File: src/rtl/infix_expression_evaluator_assert.svh
// Assertion macro shared by the infix expression evaluator modules.
`ifndef INFIX_EXPRESSION_EVALUATOR_ASSERT_SVH
`define INFIX_EXPRESSION_EVALUATOR_ASSERT_SVH

// Checks an implication-style property on the rising clock edge outside reset.
`define IEVAL_ASSERT(label, prop, msg) \
  label: assert property (@(posedge clk) disable iff (rst) prop) else $error(msg);

`endif

File: src/rtl/ieval_pkg.sv
// Package with operator codes, symbol classes and the command and status types.
package ieval_pkg;

  localparam logic [2:0] OP_ADD    = 3'd0;
  localparam logic [2:0] OP_SUB    = 3'd1;
  localparam logic [2:0] OP_MUL    = 3'd2;
  localparam logic [2:0] OP_DIV    = 3'd3;
  localparam logic [2:0] OP_LPAREN = 3'd4;

  localparam logic [7:0] CH_ADD   = 8'h2B;
  localparam logic [7:0] CH_SUB   = 8'h2D;
  localparam logic [7:0] CH_MUL   = 8'h2A;
  localparam logic [7:0] CH_DIV   = 8'h2F;
  localparam logic [7:0] CH_LPAR  = 8'h28;
  localparam logic [7:0] CH_RPAR  = 8'h29;
  localparam logic [7:0] CH_ZERO  = 8'h30;
  localparam logic [7:0] CH_NINE  = 8'h39;

  localparam logic [2:0] K_DIGIT = 3'd0;
  localparam logic [2:0] K_LPAR  = 3'd1;
  localparam logic [2:0] K_RPAR  = 3'd2;
  localparam logic [2:0] K_OPER  = 3'd3;
  localparam logic [2:0] K_OTHER = 3'd4;

  typedef struct packed {
    logic latch;
    logic val_push_digit;
    logic val_push_res;
    logic val_pop;
    logic val_peek;
    logic op_push;
    logic op_peek;
    logic op_pop;
    logic cap_r;
    logic cap_l;
    logic exec;
    logic load_out;
  } cmd_t;

  typedef struct packed {
    logic [2:0] kind;
    logic       fin;
    logic       op_empty;
    logic       top_is_lpar;
    logic       top_ge;
    logic       exec_div;
    logic       div_busy;
    logic       out_busy;
  } stat_t;

  function automatic logic [1:0] prec_of(input logic [2:0] op);
    logic [1:0] p;
    p = 2'd0;
    if (op == OP_ADD || op == OP_SUB) p = 2'd1;
    else if (op == OP_MUL || op == OP_DIV) p = 2'd2;
    return p;
  endfunction

  function automatic logic [2:0] op_of(input logic [7:0] ch);
    logic [2:0] op;
    op = OP_DIV;
    if (ch == CH_ADD) op = OP_ADD;
    else if (ch == CH_SUB) op = OP_SUB;
    else if (ch == CH_MUL) op = OP_MUL;
    return op;
  endfunction

endpackage

File: src/rtl/infix_expression_evaluator.sv
// Top level of the infix expression evaluator: controller plus datapath.
// Each item is latched and dispatched; an operator, right parenthesis or finish may then apply
// operators from the stack, each popping two values and pushing its result (a division by a
// nonzero value waits for the divider); a finish drops left parentheses, then loads the result.
// Items are taken one at a time: in_ready is high only while the controller is idle.
// Synchronous reset empties both stacks, clears the overflow flag and drops a pending result.
module infix_expression_evaluator #(
  parameter int STACK_DEPTH = 64
) (
  input  logic              clk,
  input  logic              rst,
  input  logic              in_valid,
  output logic              in_ready,
  input  logic [7:0]        symbol,
  input  logic              finish,
  output logic              out_valid,
  input  logic              out_ready,
  output logic signed [7:0] value,
  output logic              divide_by_zero,
  output logic              stack_overflow
);

  ieval_pkg::cmd_t  cmd;
  ieval_pkg::stat_t stat;

  ieval_ctrl u_ctrl (
    .clk      (clk),
    .rst      (rst),
    .in_valid (in_valid),
    .in_ready (in_ready),
    .stat     (stat),
    .cmd      (cmd)
  );

  ieval_dp #(
    .STACK_DEPTH (STACK_DEPTH)
  ) u_dp (
    .clk            (clk),
    .rst            (rst),
    .symbol         (symbol),
    .finish         (finish),
    .cmd            (cmd),
    .stat           (stat),
    .value          (value),
    .divide_by_zero (divide_by_zero),
    .stack_overflow (stack_overflow),
    .out_valid      (out_valid),
    .out_ready      (out_ready)
  );

endmodule

File: src/rtl/ieval_dp.sv
// Datapath: input latch, operator and value stacks, ALU, divider and result register.
module ieval_dp #(
  parameter int STACK_DEPTH = 64
) (
  input  logic           clk,
  input  logic           rst,
  input  logic [7:0]     symbol,
  input  logic           finish,
  input  ieval_pkg::cmd_t cmd,
  output ieval_pkg::stat_t stat,
  output logic signed [7:0] value,
  output logic           divide_by_zero,
  output logic           stack_overflow,
  output logic           out_valid,
  input  logic           out_ready
);

  localparam int AW = (STACK_DEPTH > 1) ? $clog2(STACK_DEPTH) : 1;
  localparam int CW = $clog2(STACK_DEPTH + 1);
  localparam logic [CW-1:0] DEPTH_C = CW'(STACK_DEPTH);

  logic [7:0]    sym_q;
  logic          fin_q;
  logic [2:0]    omem [STACK_DEPTH];
  logic [8:0]    vmem [STACK_DEPTH];
  logic [CW-1:0] ocnt;
  logic [CW-1:0] vcnt;
  logic [CW-1:0] ocnt_dec;
  logic [CW-1:0] vcnt_dec;
  logic          ovf;
  logic [2:0]    op_q;
  logic [8:0]    vq;
  logic          vq_zero;
  logic [8:0]    vrd;
  logic [8:0]    r_q;
  logic [8:0]    l_q;
  logic [8:0]    res_q;
  logic          use_div;
  logic [3:0]    div_cnt;
  logic [7:0]    rem;
  logic [7:0]    quo;
  logic [7:0]    dvs;
  logic          neg;
  logic          div_mark;
  logic [8:0]    rem_sh;
  logic [7:0]    a_mag;
  logic [7:0]    b_mag;
  logic signed [7:0] a_s;
  logic signed [7:0] b_s;
  logic [15:0]   prod;
  logic [7:0]    q_signed;
  logic [8:0]    push_res;
  logic [8:0]    digit_val;
  logic [2:0]    kind;
  logic [2:0]    push_code;

  assign ocnt_dec = ocnt - CW'(1);
  assign vcnt_dec = vcnt - CW'(1);
  assign vrd      = vq_zero ? 9'd0 : vq;
  assign a_s      = l_q[7:0];
  assign b_s      = r_q[7:0];
  assign a_mag    = a_s[7] ? 8'(-a_s) : 8'(a_s);
  assign b_mag    = b_s[7] ? 8'(-b_s) : 8'(b_s);
  assign prod     = 16'(a_s * b_s);
  assign rem_sh   = {rem, quo[7]};
  assign q_signed = neg ? 8'(-quo) : quo;
  assign push_res = use_div ? {div_mark, q_signed} : res_q;
  assign digit_val = {1'b0, sym_q - ieval_pkg::CH_ZERO};
  assign push_code = (kind == ieval_pkg::K_LPAR) ? ieval_pkg::OP_LPAREN
                                                 : ieval_pkg::op_of(sym_q);

  always_comb begin
    if (sym_q >= ieval_pkg::CH_ZERO && sym_q <= ieval_pkg::CH_NINE) begin
      kind = ieval_pkg::K_DIGIT;
    end else if (sym_q == ieval_pkg::CH_LPAR) begin
      kind = ieval_pkg::K_LPAR;
    end else if (sym_q == ieval_pkg::CH_RPAR) begin
      kind = ieval_pkg::K_RPAR;
    end else if (sym_q == ieval_pkg::CH_ADD || sym_q == ieval_pkg::CH_SUB ||
                 sym_q == ieval_pkg::CH_MUL || sym_q == ieval_pkg::CH_DIV) begin
      kind = ieval_pkg::K_OPER;
    end else begin
      kind = ieval_pkg::K_OTHER;
    end
  end

  always_comb begin
    stat.kind        = kind;
    stat.fin         = fin_q;
    stat.op_empty    = (ocnt == '0);
    stat.top_is_lpar = (op_q == ieval_pkg::OP_LPAREN);
    stat.top_ge      = ieval_pkg::prec_of(op_q) >= ieval_pkg::prec_of(ieval_pkg::op_of(sym_q));
    stat.exec_div    = (op_q == ieval_pkg::OP_DIV) && (r_q[7:0] != 8'd0);
    stat.div_busy    = (div_cnt != 4'd0);
    stat.out_busy    = out_valid && !out_ready;
  end

  always_ff @(posedge clk) begin
    if (cmd.latch) begin
      sym_q <= symbol;
      fin_q <= finish;
    end
    if (cmd.op_push && ocnt < DEPTH_C) begin
      omem[ocnt[AW-1:0]] <= push_code;
    end
    if (cmd.op_peek) begin
      op_q <= omem[ocnt_dec[AW-1:0]];
    end
    if (cmd.val_push_digit && vcnt < DEPTH_C) begin
      vmem[vcnt[AW-1:0]] <= digit_val;
    end else if (cmd.val_push_res && vcnt < DEPTH_C) begin
      vmem[vcnt[AW-1:0]] <= push_res;
    end
    if (cmd.val_pop || cmd.val_peek) begin
      vq      <= vmem[vcnt_dec[AW-1:0]];
      vq_zero <= (vcnt == '0);
    end
    if (cmd.cap_r) r_q <= vrd;
    if (cmd.cap_l) l_q <= vrd;
    if (cmd.exec) begin
      use_div <= 1'b0;
      unique case (op_q)
        ieval_pkg::OP_ADD: res_q <= {l_q[8] | r_q[8], 8'(a_s + b_s)};
        ieval_pkg::OP_SUB: res_q <= {l_q[8] | r_q[8], 8'(a_s - b_s)};
        ieval_pkg::OP_MUL: res_q <= {l_q[8] | r_q[8], prod[7:0]};
        default: begin
          if (r_q[7:0] == 8'd0) begin
            res_q <= 9'h100;
          end else begin
            use_div  <= 1'b1;
            rem      <= 8'd0;
            quo      <= a_mag;
            dvs      <= b_mag;
            neg      <= a_s[7] ^ b_s[7];
            div_mark <= l_q[8] | r_q[8];
          end
        end
      endcase
    end else if (div_cnt != 4'd0) begin
      if (rem_sh >= {1'b0, dvs}) begin
        rem <= 8'(rem_sh - {1'b0, dvs});
        quo <= {quo[6:0], 1'b1};
      end else begin
        rem <= rem_sh[7:0];
        quo <= {quo[6:0], 1'b0};
      end
    end
    if (cmd.load_out) begin
      value          <= vrd[7:0];
      divide_by_zero <= vrd[8];
      stack_overflow <= ovf;
    end
  end

  always_ff @(posedge clk) begin
    if (rst) begin
      ocnt      <= '0;
      vcnt      <= '0;
      ovf       <= 1'b0;
      div_cnt   <= 4'd0;
      out_valid <= 1'b0;
    end else begin
      if (cmd.exec && op_q == ieval_pkg::OP_DIV && r_q[7:0] != 8'd0) begin
        div_cnt <= 4'd8;
      end else if (div_cnt != 4'd0) begin
        div_cnt <= div_cnt - 4'd1;
      end
      if (cmd.op_push) begin
        if (ocnt < DEPTH_C) ocnt <= ocnt + CW'(1);
        else ovf <= 1'b1;
      end else if (cmd.op_pop && ocnt != '0) begin
        ocnt <= ocnt_dec;
      end
      if (cmd.val_push_digit || cmd.val_push_res) begin
        if (vcnt < DEPTH_C) vcnt <= vcnt + CW'(1);
        else ovf <= 1'b1;
      end else if (cmd.val_pop && vcnt != '0) begin
        vcnt <= vcnt_dec;
      end
      if (cmd.load_out) begin
        out_valid <= 1'b1;
        ocnt      <= '0;
        vcnt      <= '0;
        ovf       <= 1'b0;
      end else if (out_ready) begin
        out_valid <= 1'b0;
      end
    end
  end

`include "infix_expression_evaluator_assert.svh"

  `IEVAL_ASSERT(a_vcnt_bound, vcnt <= DEPTH_C, "value count beyond depth")
  `IEVAL_ASSERT(a_ocnt_bound, ocnt <= DEPTH_C, "operator count beyond depth")
  `IEVAL_ASSERT(a_load_valid, cmd.load_out |=> out_valid && ocnt == '0 && vcnt == '0, "result load did not present the item")
  `IEVAL_ASSERT(a_div_start, (cmd.exec && op_q == ieval_pkg::OP_DIV && r_q[7:0] != 8'd0) |=> div_cnt == 4'd8, "divider did not start")

endmodule

File: src/rtl/ieval_ctrl.sv
// Controller state machine sequencing the shunting-yard steps over the datapath.
module ieval_ctrl (
  input  logic             clk,
  input  logic             rst,
  input  logic             in_valid,
  output logic             in_ready,
  input  ieval_pkg::stat_t stat,
  output ieval_pkg::cmd_t  cmd
);

  localparam logic [3:0] S_IDLE  = 4'd0;
  localparam logic [3:0] S_DISP  = 4'd1;
  localparam logic [3:0] S_OPCHK = 4'd2;
  localparam logic [3:0] S_POPR  = 4'd3;
  localparam logic [3:0] S_POPL  = 4'd4;
  localparam logic [3:0] S_CAPL  = 4'd5;
  localparam logic [3:0] S_EXEC  = 4'd6;
  localparam logic [3:0] S_DIVW  = 4'd7;
  localparam logic [3:0] S_PUSH  = 4'd8;
  localparam logic [3:0] S_RES   = 4'd9;

  logic [3:0] state;
  logic [3:0] state_next;

  assign in_ready = (state == S_IDLE);

  always_comb begin
    cmd        = '0;
    state_next = state;
    unique case (state)
      S_IDLE: begin
        if (in_valid) begin
          cmd.latch  = 1'b1;
          state_next = S_DISP;
        end
      end
      S_DISP: begin
        if (stat.fin) begin
          if (stat.op_empty) begin
            cmd.val_peek = 1'b1;
            state_next   = S_RES;
          end else begin
            cmd.op_peek = 1'b1;
            state_next  = S_OPCHK;
          end
        end else begin
          unique case (stat.kind)
            ieval_pkg::K_DIGIT: begin
              cmd.val_push_digit = 1'b1;
              state_next         = S_IDLE;
            end
            ieval_pkg::K_LPAR: begin
              cmd.op_push = 1'b1;
              state_next  = S_IDLE;
            end
            ieval_pkg::K_RPAR, ieval_pkg::K_OPER: begin
              if (stat.op_empty) begin
                cmd.op_push = (stat.kind == ieval_pkg::K_OPER);
                state_next  = S_IDLE;
              end else begin
                cmd.op_peek = 1'b1;
                state_next  = S_OPCHK;
              end
            end
            default: state_next = S_IDLE;
          endcase
        end
      end
      S_OPCHK: begin
        if (stat.fin) begin
          cmd.op_pop = 1'b1;
          state_next = stat.top_is_lpar ? S_DISP : S_POPR;
        end else if (stat.kind == ieval_pkg::K_RPAR) begin
          cmd.op_pop = 1'b1;
          state_next = stat.top_is_lpar ? S_IDLE : S_POPR;
        end else if (stat.top_ge) begin
          cmd.op_pop = 1'b1;
          state_next = S_POPR;
        end else begin
          cmd.op_push = 1'b1;
          state_next  = S_IDLE;
        end
      end
      S_POPR: begin
        cmd.val_pop = 1'b1;
        state_next  = S_POPL;
      end
      S_POPL: begin
        cmd.cap_r   = 1'b1;
        cmd.val_pop = 1'b1;
        state_next  = S_CAPL;
      end
      S_CAPL: begin
        cmd.cap_l  = 1'b1;
        state_next = S_EXEC;
      end
      S_EXEC: begin
        cmd.exec   = 1'b1;
        state_next = stat.exec_div ? S_DIVW : S_PUSH;
      end
      S_DIVW: begin
        if (!stat.div_busy) state_next = S_PUSH;
      end
      S_PUSH: begin
        cmd.val_push_res = 1'b1;
        state_next       = S_DISP;
      end
      S_RES: begin
        if (!stat.out_busy) begin
          cmd.load_out = 1'b1;
          state_next   = S_IDLE;
        end
      end
      default: state_next = S_IDLE;
    endcase
  end

  always_ff @(posedge clk) begin
    if (rst) begin
      state <= S_IDLE;
    end else begin
      state <= state_next;
    end
  end

`include "infix_expression_evaluator_assert.svh"

  `IEVAL_ASSERT(a_accept_idle, (in_valid && in_ready) |=> state == S_DISP, "accepted item not dispatched")
  `IEVAL_ASSERT(a_div_wait, (state == S_EXEC && stat.exec_div) |=> state == S_DIVW, "division not awaited")
  `IEVAL_ASSERT(a_load_res, cmd.load_out |-> state == S_RES && !stat.out_busy, "result loaded outside result step")

endmodule
File: config.mk
export PLATFORM = sky130hd
export DESIGN_NAME = infix_expression_evaluator
export DESIGN_NICKNAME = d
export VERILOG_FILES = /design/src/rtl/ieval_pkg.sv /design/src/rtl/infix_expression_evaluator.sv /design/src/rtl/ieval_dp.sv /design/src/rtl/ieval_ctrl.sv
export VERILOG_INCLUDE_DIRS = /design/src /design/src/rtl
export SDC_FILE = /design/constraint.sdc
export NUM_CORES = 1
export LEC_CHECK = 0
export ABC_CLOCK_PERIOD_IN_PS = 8800
export BUFFER_PORTS_ARGS = -buffer_cell sky130_fd_sc_hd__buf_2
export CELL_PAD_IN_SITES_DETAIL_PLACEMENT = 0
export CELL_PAD_IN_SITES_GLOBAL_PLACEMENT = 1
export CORE_MARGIN = 10
export CORE_UTILIZATION = 45
export DETAILED_ROUTE_END_ITERATION = 10
export PLACE_DENSITY_LB_ADDON = 0.3
export RECOVER_POWER = 100
export SLEW_MARGIN = 20
export SYNTH_ARGS = -nofsm -noshare
export SYNTH_HDL_FRONTEND = slang
export SYNTH_HIERARCHICAL = 1
export SYNTH_SLANG_ARGS = --single-unit
File: constraint.sdc
create_clock -name clk -period 8.8 [get_ports clk]
set_input_delay 0.44 -clock clk [delete_from_list [all_inputs] [get_ports clk]]
set_output_delay 0.44 -clock clk [all_outputs]
set_load 0.005 [all_outputs]
==> results.md <==
- Outcome: finished with violations
- Violated checks: max-capacitance violations, max-slew violations
- Comb power frac: 10.6%
- YS warnings: 6
- Grt total ovfl: 0
- Fmax: 154 MHz
- Max-slew headroom: -137%
- RSZ-0062 raised after global routing: false
- Root Driver: clkbuf_16
- Setup TNS: 0 ns
- Critical path's slowest cell: ha_1
- Maximum vdd drop: 0.151 mV
- Yosys reg bits: 878
- Place WS: 3.78 ns
- # diodes: 0
- Initial antenna violation count: 1
- Type of the most critical hold path: input pin to flop
- Total length of routed wires: 84.1 mm
- H-tree depth: 3
- Crit-path leading delay family: adder cells
- Die Wd: 309 um
- Worst slew pin tran: 3.55 ns
- Buffers on Ports: 24
- Area share of fa/ha/maj cells after synthesis: 2.35%
- Clk pwr share: 40.2%
- Layout Nets: 2322
- Post-Syn Instances: 2213
- Simple-Gate Fraction of Synth Area: 6.88%
- Post-synth EDFFs: 854
- Post-CTS Resized: 0
- Area of the die: 95300 um^2
- Fillers: 6661
- CTS tree: built
- Dominant cell type by area after synthesis: edfxtp_1
- Crit path cell chain: inv_1 -> ha_1 -> buf_4 -> mux4_2 -> nor2b_1 -> a211oi_1 -> a21oi_1 -> a221o_1
- Routability cong.: 0.832
- Final setup viols: 0
- Final worst-path cycle share: 73.6%
- CTS Sinks: 878
- Switching fraction of total power: 24.0%
- Psw: 0.00237 W
- Max Cap Viol: 14
- Pleak: 13.6 nW
- Die Y: 309 um
- Core Rows: 105
- Average via count per standard cell: 5.80
- Multi-input gate area: 10700 um^2
- Initial DRC Count: 1781
- Fin worst setup slack: 2.33 ns
- CP Capture Type: flop
- Ys async rst share: 0%
- Final Slew Violations: 895
- # DRC: 0
- Largest family of logic cells by synthesized area: multiplexers
- Mux cell area share after synthesis: 13.6%
- Vias in the first global route: 20300
- CTS Buffer Depth: 3
- Syn Area/Cell: 16.9 um^2
- WP buf/inv: 2
- Via count: 19700
- Flop pwr share: 49.2%
- Worst skew pair latency: 0.65 ns
- Routed len/inst: 24.8 um
- Worst path arrival time: 6.86 ns
- HPWL after DPL: 51.7 mm
- First-pass GRT wire length: 128 mm
- GRT Total Usage: 17.7%
- CTS clock-pin slew for the worst setup and hold paths: 0.06 ns
- Dominant synthesized flop cell: edfxtp_1
- Drt first pass iters: 6
- Initial Util: 45.5%
- Area grow syn2layout: 11.6%
- Synth Area in Compound Gates: 3.84%
- Clock Skew: 0.0252 ns
- Final Hold Fails: 0
- Seq/Total Area, Yosys: 69.7%
- FF+latch area: 26100 um^2
- Cts hold-fix bufs: 9
- Syn nets: 2288
- Area fraction of the dominant cell type after synthesis: 68.4%
- Share of cells above drive strength 1: 17.5%
- Antenna Violating Nets Remaining: 0
- CP Launch Type: flop
- Core Area: 82400 um^2
- Power Density: 236 nW/um^2
- Largest net degree at the start of global routing: 106
- I/O pin count: 25
- Post-synthesis xor/xnor area fraction: 1.61%
- Crit Path Category: flop to flop
- Setup Fix Bufs, Post-CTS: 0
- Worst path required time: 9.19 ns
- Post-Syn Area: 37500 um^2
- Worst path max stage delay: 2.51 ns
- CTS buffer count: 93
- Crit path time final: 6.47 ns
- Top cells by area, synth: edfxtp_1 (68%), mux4_2 (12%), nor2_1 (2.0%)
- P_int: 0.00751 W
- CP max FO: 73
- Unique masters post-synth: 71
Yosys cell counts (all sizes together) (14+ instances only):
cell,number
edfxtp,854
nor2,200
mux4,192
nand2,124
buf,64
inv,64
clkbuf,53
a21oi,52
ha,48
o21ai,47
nor2b,46
mux2i,43
xnor2,42
nand3,38
a211oi,33
mux2,30
xor2,26
and2,25
dfxtp,24
nor3,23
o22ai,15
or3,15
fa,14
cell usage in the layout, fill, tap and decap left out, drive strengths merged, types with 7 or more instances in the layout:
cell type,n
clkbuf,145
xnor2,42
o22ai,15
xor2,26
clkinv,39
and2,25
nand2b,11
nand3,38
a221o,9
o31ai,8
mux2i,43
nor3b,9
nor3,23
and3,10
a211oi,33
a21oi,52
clkinvlp,7
nor2,200
o21ai,47
edfxtp,854
fa,14
mux4,192
inv,67
buf,14
dfxtp,24
mux2,30
or3,15
nand4,13
nor2b,46
or2,9
bufinv,11
nand2,124
ha,48
dlygate4sd3,9
final cells by class:
type	instances	area share (%)
clock buffers	112	5.85
inverters	64	0.574
repair buffers	56	0.792
flip-flops and latches	878	62.4
well taps	1070	3.20
clock inverters	60	1.68
multi-input cells	1154	25.5
cells by family (layout without fill, tap and decap cells):
group	Yosys count	in the layout
DFF	878	878
and+or+nand+nor	544	544
muxes	265	265
AOI/OAI and AO/OA	215	215
buffers and inverters	181	292
xor gates and xnor gates	68	68
adders and majority gates	62	62
power by group through the flow:
stage	Sequential (W)	Clock [W]	Combinational (W)
2_1_floorplan	0.00489	0	0.000749
3_3_place_gp	0.00492	0	0.00104
3_5_place_dp	0.00493	0	0.00106
4_1_cts	0.00484	0.00405	0.00107
5_1_grt	0.00487	0.00423	0.00115
6_report	0.00486	0.00397	0.00105
sequential cells by signal (all words and copies together), names as in the netlist, 3 cells and up:
signal        count
u_dp/omem       192
u_dp/vmem       576
u_dp/vq           9
u_ctrl/state      4
u_dp/dvs          8
u_dp/div_cnt      4
u_dp/rem          8
u_dp/ocnt         7
u_dp/l_q          9
u_dp/sym_q        8
u_dp/res_q        9
u_dp/value        8
u_dp/vcnt         7
u_dp/r_q          9
u_dp/quo          8
u_dp/op_q         3
path summary, 6_finish.rpt:
path	from	endpoint	slack (ns)	depth (start not counted)
hold / removal	rst	u_dp/out_valid	0.12	2
setup reg to reg	u_dp/vcnt[0]	u_dp/vq[4]	2.33	8
hold reg to reg	u_dp/ovf	u_dp/stack_overflow	0.43	0
setup / recovery	u_dp/vcnt[0]	u_dp/vq[4]	2.33	8
layer usage:
layer	up-vias	GRT usage [%]	part of all wire, %
li1	8722	-	-
met1	10200	24.5	44
met2	610	28.9	48
met3	134	2.79	5.8
met4	2	4.77	2.3
met5	-	0	0.015
per-stage QoR:
step | hold slack, ns | area (um^2) | power [W] | utilization (%) | cells
after floorplan | 0.409 | 37500 | 0.00564 | - | 2213
after global placement | 0.412 | 38800 | 0.00597 | 47.1 | 3212
after detailed placement | 0.416 | 38800 | 0.00599 | 47.1 | 3212
after CTS | 0.0881 | 42000 | 0.00996 | 51.0 | 3393
after global routing | 0.109 | 41900 | 0.0102 | 50.8 | 3394
final | 0.121 | 41900 | 0.00988 | 50.8 | 3394
Note: power is estimated with default switching activity, not from simulation.
